## config.mk

```make
export PLATFORM = sky130hd
export DESIGN_NAME = fixed_partition_fit_allocator_core_flat
export DESIGN_NICKNAME = d
export VERILOG_FILES = /design/src/design/fpfa_pkg.sv /design/src/design/fpfa_channels.sv /design/src/design/fixed_partition_fit_allocator_core.sv /design/src/design/fpfa_front.sv /design/src/design/fpfa_queue.sv /design/src/design/fpfa_back.sv /design/src/flat_wrapper.sv
export SDC_FILE = /design/constraint.sdc
export NUM_CORES = 2
export LEC_CHECK = 0
export BUFFER_PORTS_ARGS = -buffer_cell sky130_fd_sc_hd__buf_2
export CAP_MARGIN = 15
export CORE_ASPECT_RATIO = 0.8
export CORE_MARGIN = 5
export CORE_UTILIZATION = 55
export DETAILED_ROUTE_END_ITERATION = 6
export GPL_TIMING_DRIVEN = 0
export PLACE_DENSITY = 0.75
export SYNTH_ARGS = -nofsm -noshare
export SYNTH_HDL_FRONTEND = slang
export SYNTH_SLANG_ARGS = --single-unit
```

## constraint.sdc

```tcl
create_clock -name clock -period 4.8 [get_ports clock]
set_input_delay 0.24 -clock clock [delete_from_list [all_inputs] [get_ports clock]]
set_output_delay 0.24 -clock clock [all_outputs]
set_load 0.03 [all_outputs]
```

## src/design/fpfa_pkg.sv

```systemverilog
// ----------------------------------------------------------------------------
// fpfa_pkg: shared definitions of the fixed-partition fit allocator
// Sizes, field widths, codes and the types that pass between the front,
// the command queue and the back of the allocator.
// ----------------------------------------------------------------------------
package fpfa_pkg;

   localparam int BLOCKS      = 64;
   localparam int SIZE_WIDTH  = 16;
   localparam int IDX_W       = $clog2(BLOCKS);
   localparam int CNT_W       = $clog2(BLOCKS + 1);

   localparam int MODE_W      = 2;
   localparam int AMOUNT_W    = 16;
   localparam int STATUS_W    = 3;
   localparam int INDEX_W     = 6;
   localparam int FRAG_W      = 16;
   localparam int REQNO_W     = 16;
   localparam int SUM_W       = 22;
   localparam int ADD_W       = ((SUM_W > SIZE_WIDTH) ? SUM_W : SIZE_WIDTH) + 1;
   localparam logic [SUM_W-1:0] SUM_MAX = '1;

   localparam int POLICY_W    = 2;
   localparam int CSR_ADDR_W  = 3;
   localparam int CSR_DATA_W  = 32;
   localparam int CSR_IDX_W   = CSR_ADDR_W - 2;
   localparam logic [CSR_IDX_W-1:0] CSR_REG_FIT_POLICY = 1'd0;

   localparam int QUEUE_DEPTH = 2;
   localparam int QPTR_W      = $clog2(QUEUE_DEPTH);
   localparam int QCNT_W      = $clog2(QUEUE_DEPTH + 1);

   // Input mode codes.
   localparam logic [MODE_W-1:0] MODE_LOAD    = 2'd0;
   localparam logic [MODE_W-1:0] MODE_REQUEST = 2'd1;
   localparam logic [MODE_W-1:0] MODE_CLEAR   = 2'd2;

   // Fit policy codes; the fourth code behaves as first fit.
   localparam logic [POLICY_W-1:0] POLICY_FIRST = 2'd0;
   localparam logic [POLICY_W-1:0] POLICY_BEST  = 2'd1;
   localparam logic [POLICY_W-1:0] POLICY_WORST = 2'd2;

   // Result status codes.
   localparam logic [STATUS_W-1:0] STATUS_LOADED    = 3'd0;
   localparam logic [STATUS_W-1:0] STATUS_ALLOCATED = 3'd1;
   localparam logic [STATUS_W-1:0] STATUS_NO_FIT    = 3'd2;
   localparam logic [STATUS_W-1:0] STATUS_FULL      = 3'd3;
   localparam logic [STATUS_W-1:0] STATUS_CLEARED   = 3'd4;

   typedef enum logic [1:0] {
      OP_LOAD    = 2'd0,
      OP_REQUEST = 2'd1,
      OP_CLEAR   = 2'd2
   } op_type;

   typedef struct packed {
      op_type                op;
      logic [SIZE_WIDTH-1:0] amount;
   } cmd_type;

   typedef struct packed {
      logic full;
      logic empty;
   } queue_status_type;

   typedef struct packed {
      logic [STATUS_W-1:0] status;
      logic [INDEX_W-1:0]  block_index;
      logic [FRAG_W-1:0]   fragment;
      logic [REQNO_W-1:0]  request_number;
      logic [SUM_W-1:0]    total_fragment;
   } rsp_type;

endpackage

```

## src/design/fpfa_channels.sv

```systemverilog
// ----------------------------------------------------------------------------
// fpfa channels: valid/ready channel interfaces of the allocator
// The request channel carries mode and amount, the response channel the
// fields of one result.
// ----------------------------------------------------------------------------
interface fpfa_req_if;
   logic                           valid;
   logic                           ready;
   logic [fpfa_pkg::MODE_W-1:0]    mode;
   logic [fpfa_pkg::AMOUNT_W-1:0]  amount;

   modport source (output valid, output mode, output amount, input ready);
   modport sink   (input valid, input mode, input amount, output ready);
endinterface

interface fpfa_rsp_if;
   logic                           valid;
   logic                           ready;
   logic [fpfa_pkg::STATUS_W-1:0]  status;
   logic [fpfa_pkg::INDEX_W-1:0]   block_index;
   logic [fpfa_pkg::FRAG_W-1:0]    fragment;
   logic [fpfa_pkg::REQNO_W-1:0]   request_number;
   logic [fpfa_pkg::SUM_W-1:0]     total_fragment;

   modport source (output valid, output status, output block_index, output fragment,
                   output request_number, output total_fragment, input ready);
   modport sink   (input valid, input status, input block_index, input fragment,
                   input request_number, input total_fragment, output ready);
endinterface

```

## src/design/fixed_partition_fit_allocator_core.sv

```systemverilog
// ----------------------------------------------------------------------------
// fixed_partition_fit_allocator_core: fixed-partition fit allocator
// Result path: a load or clear result passes the front stage, the queue and
// the result register; a request result also waits for the scan, which covers
// all loaded blocks, or those up to the first adequate one under first fit.
// Throughput: loads and clears one per cycle unless results stall; a request
// holds the back through its one-block-per-cycle table scan and finish state.
// Reset clears taken flags, counters, policy and queue at once; no sweep.
// ----------------------------------------------------------------------------
module fixed_partition_fit_allocator_core (
   input  logic                              clock,
   input  logic                              reset,
   fpfa_req_if.sink                          req_ch,
   fpfa_rsp_if.source                        rsp_ch,
   input  logic                              csr_psel,
   input  logic                              csr_penable,
   input  logic                              csr_pwrite,
   input  logic [fpfa_pkg::CSR_ADDR_W-1:0]   csr_paddr,
   input  logic [fpfa_pkg::CSR_DATA_W-1:0]   csr_pwdata,
   output logic [fpfa_pkg::CSR_DATA_W-1:0]   csr_prdata,
   output logic                              csr_pready
);

   // The fit policy register. It sits at byte address 0; the low two address
   // bits select a byte lane and are not decoded.
   logic [fpfa_pkg::POLICY_W-1:0]    policy_ff;
   logic [fpfa_pkg::CSR_IDX_W-1:0]   csr_index;
   logic                             csr_write;

   // Front-to-queue and queue-to-back connections.
   logic                             q_push, q_pop;
   fpfa_pkg::cmd_type                push_cmd, pop_cmd;
   fpfa_pkg::queue_status_type       q_status;

   assign csr_pready = 1'b1;
   assign csr_index  = csr_paddr[fpfa_pkg::CSR_ADDR_W-1:2];
   assign csr_write  = csr_psel && csr_penable && csr_pwrite && csr_pready;

   // Reads return the policy for its address and zero for anything else.
   assign csr_prdata = (csr_index == fpfa_pkg::CSR_REG_FIT_POLICY)
                       ? fpfa_pkg::CSR_DATA_W'(policy_ff) : '0;

   // Writes to addresses beyond the register list complete and are dropped.
   always_ff @(posedge clock) begin
      if (reset) begin
         policy_ff <= fpfa_pkg::POLICY_FIRST;
      end else if (csr_write && (csr_index == fpfa_pkg::CSR_REG_FIT_POLICY)) begin
         policy_ff <= csr_pwdata[fpfa_pkg::POLICY_W-1:0];
      end
   end

   // The front classifies each transfer and stages it for the queue.
   fpfa_front u_front (
      .clock    (clock),
      .reset    (reset),
      .req_ch   (req_ch),
      .q_status (q_status),
      .q_push   (q_push),
      .q_cmd    (push_cmd)
   );

   // The queue lets the front keep taking transfers while a scan runs.
   fpfa_queue u_queue (
      .clock    (clock),
      .reset    (reset),
      .push     (q_push),
      .push_cmd (push_cmd),
      .pop      (q_pop),
      .pop_cmd  (pop_cmd),
      .status   (q_status)
   );

   // The back owns the table and the counters and drives the result register,
   // which must be empty or handing over its result before a command is taken.
   fpfa_back u_back (
      .clock    (clock),
      .reset    (reset),
      .policy   (policy_ff),
      .q_status (q_status),
      .q_cmd    (pop_cmd),
      .q_pop    (q_pop),
      .rsp_ch   (rsp_ch)
   );

endmodule

```

## src/design/fpfa_front.sv

```systemverilog
// ----------------------------------------------------------------------------
// fpfa_front: request intake and classification
// Takes request transfers, turns the mode into a command, drops the unused
// mode and hands commands to the queue through one register stage.
// ----------------------------------------------------------------------------
module fpfa_front (
   input  logic                       clock,
   input  logic                       reset,
   fpfa_req_if.sink                   req_ch,
   input  fpfa_pkg::queue_status_type q_status,
   output logic                       q_push,
   output fpfa_pkg::cmd_type          q_cmd
);

   logic              stage_valid_ff, stage_valid_in;
   fpfa_pkg::cmd_type stage_cmd_ff, stage_cmd_in;
   logic              accept;

   assign q_push       = stage_valid_ff && !q_status.full;
   assign q_cmd        = stage_cmd_ff;
   assign req_ch.ready = !stage_valid_ff || !q_status.full;
   assign accept       = req_ch.valid && req_ch.ready;

   always_comb begin
      stage_valid_in = stage_valid_ff && !q_push;
      stage_cmd_in   = stage_cmd_ff;
      if (accept) begin
         stage_cmd_in.amount = fpfa_pkg::SIZE_WIDTH'(req_ch.amount);
         case (req_ch.mode)
            fpfa_pkg::MODE_LOAD: begin
               stage_cmd_in.op = fpfa_pkg::OP_LOAD;
               stage_valid_in  = 1'b1;
            end
            fpfa_pkg::MODE_REQUEST: begin
               stage_cmd_in.op = fpfa_pkg::OP_REQUEST;
               stage_valid_in  = 1'b1;
            end
            fpfa_pkg::MODE_CLEAR: begin
               stage_cmd_in.op = fpfa_pkg::OP_CLEAR;
               stage_valid_in  = 1'b1;
            end
            default: begin
               // The unused mode is taken and has no effect.
               stage_valid_in = 1'b0;
            end
         endcase
      end
   end

   always_ff @(posedge clock) begin
      if (reset) begin
         stage_valid_ff <= 1'b0;
      end else begin
         stage_valid_ff <= stage_valid_in;
      end
      stage_cmd_ff <= stage_cmd_in;
   end

endmodule

```

## src/design/fpfa_queue.sv

```systemverilog
// ----------------------------------------------------------------------------
// fpfa_queue: command queue between front and back
// A small first-in first-out buffer of classified commands.
// ----------------------------------------------------------------------------
module fpfa_queue (
   input  logic                       clock,
   input  logic                       reset,
   input  logic                       push,
   input  fpfa_pkg::cmd_type          push_cmd,
   input  logic                       pop,
   output fpfa_pkg::cmd_type          pop_cmd,
   output fpfa_pkg::queue_status_type status
);

   fpfa_pkg::cmd_type                 entry_ff [fpfa_pkg::QUEUE_DEPTH];
   logic [fpfa_pkg::QPTR_W-1:0]       wr_ptr_ff, rd_ptr_ff;
   logic [fpfa_pkg::QCNT_W-1:0]       count_ff;
   logic                              do_push, do_pop;

   function automatic logic [fpfa_pkg::QPTR_W-1:0] next_ptr(
      input logic [fpfa_pkg::QPTR_W-1:0] ptr);
      if (ptr == fpfa_pkg::QPTR_W'(fpfa_pkg::QUEUE_DEPTH - 1)) begin
         return '0;
      end
      return ptr + 1'b1;
   endfunction

   assign status.full  = (count_ff == fpfa_pkg::QCNT_W'(fpfa_pkg::QUEUE_DEPTH));
   assign status.empty = (count_ff == '0);
   assign do_push      = push && !status.full;
   assign do_pop       = pop && !status.empty;
   assign pop_cmd      = entry_ff[rd_ptr_ff];

   always_ff @(posedge clock) begin
      if (reset) begin
         wr_ptr_ff <= '0;
         rd_ptr_ff <= '0;
         count_ff  <= '0;
      end else begin
         if (do_push) begin
            wr_ptr_ff <= next_ptr(wr_ptr_ff);
         end
         if (do_pop) begin
            rd_ptr_ff <= next_ptr(rd_ptr_ff);
         end
         if (do_push && !do_pop) begin
            count_ff <= count_ff + 1'b1;
         end else if (do_pop && !do_push) begin
            count_ff <= count_ff - 1'b1;
         end
      end
      if (do_push) begin
         entry_ff[wr_ptr_ff] <= push_cmd;
      end
   end

endmodule

```

## src/design/fpfa_back.sv

```systemverilog
// ----------------------------------------------------------------------------
// fpfa_back: allocation engine
// Holds the block table, the taken flags and the counters, executes one
// command at a time and scans the table one block per cycle for a fit.
// ----------------------------------------------------------------------------
module fpfa_back (
   input  logic                              clock,
   input  logic                              reset,
   input  logic [fpfa_pkg::POLICY_W-1:0]     policy,
   input  fpfa_pkg::queue_status_type        q_status,
   input  fpfa_pkg::cmd_type                 q_cmd,
   output logic                              q_pop,
   fpfa_rsp_if.source                        rsp_ch
);

   typedef enum logic [2:0] {
      ST_IDLE   = 3'b001,
      ST_SCAN   = 3'b010,
      ST_FINISH = 3'b100
   } state_type;

   state_type                          state_ff, state_in;
   logic [fpfa_pkg::SIZE_WIDTH-1:0]    mem [fpfa_pkg::BLOCKS];
   logic [fpfa_pkg::SIZE_WIDTH-1:0]    rd_data_ff;
   logic [fpfa_pkg::IDX_W-1:0]         rd_addr;
   logic                               mem_we;

   logic [fpfa_pkg::BLOCKS-1:0]        taken_ff, taken_in;
   logic [fpfa_pkg::CNT_W-1:0]         count_ff, count_in;
   logic [fpfa_pkg::REQNO_W-1:0]       reqcnt_ff, reqcnt_in;
   logic [fpfa_pkg::SUM_W-1:0]         sum_ff, sum_in;

   logic [fpfa_pkg::REQNO_W-1:0]       reqno_ff, reqno_in;
   logic [fpfa_pkg::SIZE_WIDTH-1:0]    amount_ff, amount_in;
   logic [fpfa_pkg::IDX_W-1:0]         scan_idx_ff, scan_idx_in;
   logic                               found_ff, found_in;
   logic [fpfa_pkg::IDX_W-1:0]         best_idx_ff, best_idx_in;
   logic [fpfa_pkg::SIZE_WIDTH-1:0]    best_frag_ff, best_frag_in;

   logic                               out_valid_ff, out_valid_in;
   fpfa_pkg::rsp_type                  out_ff, out_in;

   logic                               out_free;
   logic                               cand_ok, cand_take, first_fit, last_block;
   logic [fpfa_pkg::SIZE_WIDTH-1:0]    cand_frag;
   logic [fpfa_pkg::ADD_W-1:0]         sum_ext;
   logic [fpfa_pkg::SUM_W-1:0]         sum_sat;

   assign out_free = !out_valid_ff || rsp_ch.ready;

   // Candidate evaluation on the block read in the previous cycle.
   assign cand_ok   = !taken_ff[scan_idx_ff] && (rd_data_ff >= amount_ff);
   assign cand_frag = rd_data_ff - amount_ff;
   assign first_fit = (policy != fpfa_pkg::POLICY_BEST) && (policy != fpfa_pkg::POLICY_WORST);
   assign cand_take = cand_ok && (!found_ff
                      || ((policy == fpfa_pkg::POLICY_BEST) && (cand_frag < best_frag_ff))
                      || ((policy == fpfa_pkg::POLICY_WORST) && (cand_frag > best_frag_ff)));
   assign last_block = ((fpfa_pkg::CNT_W'(scan_idx_ff) + 1'b1) == count_ff);

   assign sum_ext = fpfa_pkg::ADD_W'(sum_ff) + fpfa_pkg::ADD_W'(best_frag_ff);
   assign sum_sat = (sum_ext > fpfa_pkg::ADD_W'(fpfa_pkg::SUM_MAX)) ? fpfa_pkg::SUM_MAX
                                                                   : sum_ext[fpfa_pkg::SUM_W-1:0];

   always_comb begin
      state_in     = state_ff;
      q_pop        = 1'b0;
      mem_we       = 1'b0;
      rd_addr      = scan_idx_ff;
      taken_in     = taken_ff;
      count_in     = count_ff;
      reqcnt_in    = reqcnt_ff;
      sum_in       = sum_ff;
      reqno_in     = reqno_ff;
      amount_in    = amount_ff;
      scan_idx_in  = scan_idx_ff;
      found_in     = found_ff;
      best_idx_in  = best_idx_ff;
      best_frag_in = best_frag_ff;
      out_valid_in = out_valid_ff && !rsp_ch.ready;
      out_in       = out_ff;

      case (state_ff)
         ST_IDLE: begin
            if (!q_status.empty && out_free) begin
               q_pop                 = 1'b1;
               out_in                = '0;
               out_in.total_fragment = sum_ff;
               case (q_cmd.op)
                  fpfa_pkg::OP_LOAD: begin
                     out_valid_in = 1'b1;
                     if (count_ff == fpfa_pkg::CNT_W'(fpfa_pkg::BLOCKS)) begin
                        out_in.status = fpfa_pkg::STATUS_FULL;
                     end else begin
                        mem_we = 1'b1;
                        taken_in[count_ff[fpfa_pkg::IDX_W-1:0]] = 1'b0;
                        count_in = count_ff + 1'b1;
                        out_in.status      = fpfa_pkg::STATUS_LOADED;
                        out_in.block_index = fpfa_pkg::INDEX_W'(count_ff);
                     end
                  end
                  fpfa_pkg::OP_CLEAR: begin
                     out_valid_in          = 1'b1;
                     taken_in              = '0;
                     reqcnt_in             = '0;
                     sum_in                = '0;
                     out_in.status         = fpfa_pkg::STATUS_CLEARED;
                     out_in.total_fragment = '0;
                  end
                  fpfa_pkg::OP_REQUEST: begin
                     reqno_in    = reqcnt_ff;
                     reqcnt_in   = reqcnt_ff + 1'b1;
                     amount_in   = q_cmd.amount;
                     found_in    = 1'b0;
                     scan_idx_in = '0;
                     rd_addr     = '0;
                     if (count_ff == '0) begin
                        out_valid_in          = 1'b1;
                        out_in.status         = fpfa_pkg::STATUS_NO_FIT;
                        out_in.request_number = reqcnt_ff;
                     end else begin
                        state_in = ST_SCAN;
                     end
                  end
                  default: begin
                     out_in = out_ff;
                  end
               endcase
            end
         end
         ST_SCAN: begin
            if (cand_take) begin
               found_in     = 1'b1;
               best_idx_in  = scan_idx_ff;
               best_frag_in = cand_frag;
            end
            if (last_block || (cand_ok && first_fit)) begin
               state_in = ST_FINISH;
            end else begin
               scan_idx_in = scan_idx_ff + 1'b1;
               rd_addr     = scan_idx_ff + 1'b1;
            end
         end
         ST_FINISH: begin
            if (out_free) begin
               out_valid_in          = 1'b1;
               out_in                = '0;
               out_in.request_number = reqno_ff;
               if (found_ff) begin
                  taken_in[best_idx_ff] = 1'b1;
                  sum_in                = sum_sat;
                  out_in.status         = fpfa_pkg::STATUS_ALLOCATED;
                  out_in.block_index    = fpfa_pkg::INDEX_W'(best_idx_ff);
                  out_in.fragment       = fpfa_pkg::FRAG_W'(best_frag_ff);
                  out_in.total_fragment = sum_sat;
               end else begin
                  out_in.status         = fpfa_pkg::STATUS_NO_FIT;
                  out_in.total_fragment = sum_ff;
               end
               state_in = ST_IDLE;
            end
         end
         default: begin
            state_in = ST_IDLE;
         end
      endcase
   end

   // Block size table: one write port for loads, one registered read port.
   always_ff @(posedge clock) begin
      if (mem_we) begin
         mem[count_ff[fpfa_pkg::IDX_W-1:0]] <= q_cmd.amount;
      end
      rd_data_ff <= mem[rd_addr];
   end

   always_ff @(posedge clock) begin
      if (reset) begin
         state_ff     <= ST_IDLE;
         taken_ff     <= '0;
         count_ff     <= '0;
         reqcnt_ff    <= '0;
         sum_ff       <= '0;
         out_valid_ff <= 1'b0;
      end else begin
         state_ff     <= state_in;
         taken_ff     <= taken_in;
         count_ff     <= count_in;
         reqcnt_ff    <= reqcnt_in;
         sum_ff       <= sum_in;
         out_valid_ff <= out_valid_in;
      end
      reqno_ff     <= reqno_in;
      amount_ff    <= amount_in;
      scan_idx_ff  <= scan_idx_in;
      found_ff     <= found_in;
      best_idx_ff  <= best_idx_in;
      best_frag_ff <= best_frag_in;
      out_ff       <= out_in;
   end

   assign rsp_ch.valid          = out_valid_ff;
   assign rsp_ch.status         = out_ff.status;
   assign rsp_ch.block_index    = out_ff.block_index;
   assign rsp_ch.fragment       = out_ff.fragment;
   assign rsp_ch.request_number = out_ff.request_number;
   assign rsp_ch.total_fragment = out_ff.total_fragment;

endmodule

```

## src/flat_wrapper.sv

```systemverilog
// flat-port wrapper written by rule: the top's interface ports become plain ports
module fixed_partition_fit_allocator_core_flat 
  (clock, reset, csr_psel, csr_penable, csr_pwrite, csr_paddr, csr_pwdata, csr_prdata, csr_pready, req_ch_valid, req_ch_mode, req_ch_amount, req_ch_ready, rsp_ch_valid, rsp_ch_status, rsp_ch_block_index, rsp_ch_fragment, rsp_ch_request_number, rsp_ch_total_fragment, rsp_ch_ready);
  fpfa_req_if req_ch_i ();
  fpfa_rsp_if rsp_ch_i ();
  input  logic clock;
  input  logic reset;
  input  logic csr_psel;
  input  logic csr_penable;
  input  logic csr_pwrite;
  input  logic [fpfa_pkg::CSR_ADDR_W-1:0] csr_paddr;
  input  logic [fpfa_pkg::CSR_DATA_W-1:0] csr_pwdata;
  output logic [fpfa_pkg::CSR_DATA_W-1:0] csr_prdata;
  output logic csr_pready;
  input wire logic [$bits(req_ch_i.valid)-1:0] req_ch_valid;
  input wire logic [$bits(req_ch_i.mode)-1:0] req_ch_mode;
  input wire logic [$bits(req_ch_i.amount)-1:0] req_ch_amount;
  output wire logic [$bits(req_ch_i.ready)-1:0] req_ch_ready;
  output wire logic [$bits(rsp_ch_i.valid)-1:0] rsp_ch_valid;
  output wire logic [$bits(rsp_ch_i.status)-1:0] rsp_ch_status;
  output wire logic [$bits(rsp_ch_i.block_index)-1:0] rsp_ch_block_index;
  output wire logic [$bits(rsp_ch_i.fragment)-1:0] rsp_ch_fragment;
  output wire logic [$bits(rsp_ch_i.request_number)-1:0] rsp_ch_request_number;
  output wire logic [$bits(rsp_ch_i.total_fragment)-1:0] rsp_ch_total_fragment;
  input wire logic [$bits(rsp_ch_i.ready)-1:0] rsp_ch_ready;
  assign req_ch_i.valid = req_ch_valid;
  assign req_ch_i.mode = req_ch_mode;
  assign req_ch_i.amount = req_ch_amount;
  assign req_ch_ready = req_ch_i.ready;
  assign rsp_ch_valid = rsp_ch_i.valid;
  assign rsp_ch_status = rsp_ch_i.status;
  assign rsp_ch_block_index = rsp_ch_i.block_index;
  assign rsp_ch_fragment = rsp_ch_i.fragment;
  assign rsp_ch_request_number = rsp_ch_i.request_number;
  assign rsp_ch_total_fragment = rsp_ch_i.total_fragment;
  assign rsp_ch_i.ready = rsp_ch_ready;
  fixed_partition_fit_allocator_core u_core (.clock(clock), .reset(reset), .req_ch(req_ch_i), .rsp_ch(rsp_ch_i), .csr_psel(csr_psel), .csr_penable(csr_penable), .csr_pwrite(csr_pwrite), .csr_paddr(csr_paddr), .csr_pwdata(csr_pwdata), .csr_prdata(csr_prdata), .csr_pready(csr_pready));
endmodule
```

==> run metrics <==
CTS H-tree lvls=3; largest net degree at the start of global routing=66; FFs w/ async S/R, synth=0%; CP max stage delay=0.71 ns; Worst Setup End Kind=flip-flop; Worst Setup EP=u_core.u_back.rd_data_ff[8]; WP data arrival=5.54 ns; Row Count=103; post-synthesis sequential area ratio=71.4%; share of layout cells above drive strength 1=24.3%; Synth cell types=81; Crit. Startpoint=u_core.u_back.scan_idx_ff[1]; Yosys warning count=0; total power draw=30.1 mW; antenna violations before repair=5; Inst Count DP=4826; I/O pins=158; Slowest-stage cell, CP=or4_4; status=complete, but fails checks; Final Cycle Share=103%; first-pass GRT wire length=204000 um; worst-skew pair later-pin latency=0.72 ns; DPL Wire Length=90200 um; mean area per synthesized cell=16.3 um2; Final Instance Count excl. Fillers=5097; worst hold path class=in2reg; Routed WL=140000 um; TritonCTS clock tree=built; max_cap viols=0; die height=291 um; failing checks=DRC, setup timing; most frequent CP cell=buf_12; Hold Fails Final Rpt=0; Nets=3804; Slew HR=23.3%; Lkg Pwr=21.0 nW; Setup violations, final=13; DR vias/cell=6.35; CP Class=reg2reg; die area=105000 um2; post-DR wirelength/cell=27.5 um; Num Clock Sinks=1339; GR Overflow Total=0; clock slew at reported path FFs=0.07 ns; worst-case clock buffer depth=3; worst hold start=csr_pwrite; GRT Util Overall=26.0%; final worst setup slack=-0.165 ns; worst slew pin tran=1.14 ns; Pre-antenna DRT Iters=7; Reg2Reg Setup Slack=-0.17 ns; # DRC=1; Cells after Synth=3335; Initial Utilization=55.3%; die width=361 um; crit start category=flip-flop; RSZ-0062 raised after global routing=true; Final ANT Viol Nets=0; Reg2Reg Launch Point=u_core.u_back.scan_idx_ff[1]; Worst EP required=5.37 ns; ys flop type=edfxtp_1; vias in the first global route=31.1k; Iteration-0 DRC Markers=4136; r2r worst-path depth=15; Area Growth Syn to Fin=15.7%; Crit. path cell count=15; CTS Root Cell=clkbuf_16; Core Area=98300 um2; Bufs and invs on worst path=5; CP top delay family=simple AND/OR/NAND/NOR gates; Post-synth EDFFs=1196; Fillers=6603; PwrDens=479 nW/um2; Max VDD drop=0.373 mV; DP Worst Slack=-2.18 ns; Yosys reg bits=1339; IO buf count=94; routed vias=32.4k; final slew viol count=0; GPL Wtd Cong=0.961; CP Cell Sequence=buf_6 > buf_12 > mux4_2 > a22oi_2 > and4_4 > o211ai_4 > a21oi_2 > and2_4 > buf_12 > buf_12 > buf_16 > mux4_2 > a22oi_2 > nand4_1 > or4_4; Max Clock Skew=0.0347 ns; R2R Path End=u_core.u_back.rd_data_ff[8]; CTS buffer count=120; Mapped Area=54300 um2; CP Max Fanout=10; FMAX=0.201 GHz; minimum clock period=4.97 ns
-- power by group --
group	internal (mW)	switching, mW
Sequential	13.9	0.159
Combinational	2.23	4.32
Clock	5.25	4.22
Total	21.4	8.70
-- through the flow --
step                      hold WS, ns  utilization (%)  instance area [um2]  TNS [ns]
final                          0.0906             64.0                62900    -0.770
after detailed placement        0.417             58.5                57500   -300.40
after global placement          0.411             57.5                56600   -674.14
after floorplan                 0.339                -                54400         0
after global routing           0.0899             64.0                62900    -0.486
after CTS                      0.0951             63.5                62400         0
-- sequential cells by signal, summed over array words and instances, names as in the netlist, 3 cells and up, named ones only --
name,flops
u_core.u_back.best_idx_ff,6
u_core.u_back.rsp_ch.fragment,16
u_core.u_back.count_ff,7
u_core.u_back.state_ff,3
u_core.u_back.mem,1024
u_core.u_back.rsp_ch.total_fragment,22
u_core.u_back.taken_ff,64
u_core.u_back.reqno_ff,16
u_core.u_back.scan_idx_ff,6
u_core.u_back.best_frag_ff,16
u_core.u_back.reqcnt_ff,16
u_core.u_back.rsp_ch.block_index,6
u_core.u_back.amount_ff,16
u_core.u_back.sum_ff,22
u_core.u_back.rd_data_ff,16
u_core.u_back.rsp_ch.status,3
u_core.u_back.rsp_ch.request_number,16
u_core.u_front.q_cmd,18
u_core.u_queue.entry_ff,36
-- metal layers --
layer / share of wire, % / track usage [%]
met5: 0.11 / 0.821
met4: 3.7 / 8.82
met3: 11 / 6.31
met2: 46 / 40.0
met1: 39 / 37.0
-- synth_stat cells (all sizes together), types with 35 or more instances --
cell    count  area [um2]
mux2i      66         661
nand3      53         265
mux4      228        5130
clkbuf    110         414
nand4      35         225
dfxtp     143        2860
nor2      177         667
a22oi      94         711
ha         60         751
edfxtp   1196       35900
and3       41         257
o21ai     131         656
nand2     287        1080
buf        98         626
a21oi     189         950
inv        60         225
-- cell families after synthesis --
logic type / share of synthesized area, %
AO/OA/AOI/OAI: 6.58
XOR/XNOR: 0.880
adder cells (fa/ha/maj): 1.46
buffers and inverters: 2.34
flip-flops: 71.4
multiplexers: 11.0
other: 0.0138
AND/OR/NAND/NOR: 6.34
-- worst register-to-register path: stages (launching register included) --
cell and delay [ns]:
dfxtp_2 0.39, buf_6 0.17, buf_12 0.17, mux4_2 0.38, a22oi_2 0.34, and4_4 0.31, o211ai_4 0.13, a21oi_2 0.21
and2_4 0.18, buf_12 0.16, buf_12 0.17, buf_16 0.16, mux4_2 0.54, a22oi_2 0.36, nand4_1 0.47, or4_4 0.71
-- worst min path at each step --
stage | endpoint | cells after the start
finish | u_core.policy_ff[0] | 4
global route | u_core.policy_ff[0] | 4
CTS | u_core.policy_ff[0] | 4
detailed placement | u_core.u_back.best_idx_ff[4] | 0
global placement | u_core.u_back.best_idx_ff[4] | 0
floorplan | u_core.u_front.q_cmd[0] | 0
-- cell type report --
type / count / area, um2 / area share (%)
Sequential cell: 1339 / 38800 / 61.7
Multi-Input combinational cell: 1756 / 15300 / 24.3
Clock buffer: 147 / 3190 / 5.07
Timing Repair Buffer: 197 / 1750 / 2.78
Tap cell: 1312 / 1640 / 2.61
Buffer: 206 / 1350 / 2.14
Clock inverter: 77 / 676 / 1.07
Inverter: 62 / 238 / 0.378
Antenna cell: 1 / 2.50 / 0.00398
-- layout by cell type, fill, tap and decap left out, types with 13 or more instances in the layout --
| master | count |
|---|---|
| xor2_1 | 33 |
| buf_6 | 30 |
| nand3_1 | 42 |
| and3_1 | 41 |
| clkbuf_16 | 124 |
| a21oi_1 | 184 |
| ha_1 | 58 |
| a22o_1 | 19 |
| o21ai_0 | 123 |
| buf_4 | 71 |
| nand2_1 | 287 |
| a21o_1 | 17 |
| xnor2_1 | 19 |
| clkinv_2 | 24 |
| clkinv_1 | 32 |
| nor2_2 | 55 |
| a22oi_2 | 55 |
| a22oi_1 | 39 |
| inv_1 | 57 |
| buf_2 | 114 |
| nand4_1 | 34 |
| or4_4 | 14 |
| mux2_2 | 13 |
| mux2i_1 | 56 |
| buf_8 | 24 |
| edfxtp_1 | 1196 |
| dlygate4sd3_1 | 23 |
| mux4_2 | 228 |
| a32oi_1 | 33 |
| and2_1 | 13 |
| buf_12 | 16 |
| clkbuf_1 | 105 |
| nor3_1 | 17 |
| conb_1 | 31 |
| nor2_1 | 121 |
| dfxtp_1 | 138 |
-- repair_timing --
item | 4_1_cts | 5_1_grt
resized for setup | 194 | 105
setup buffers | 11 | 9
pin swaps | 47 | 32
endpoints found under the setup margin | 818 | 39
cloned | 2 | 1
hold buffers | 23 | 0
endpoints found under the hold margin | 27 | 0
Note: power is estimated with default switching activity, not from simulation.
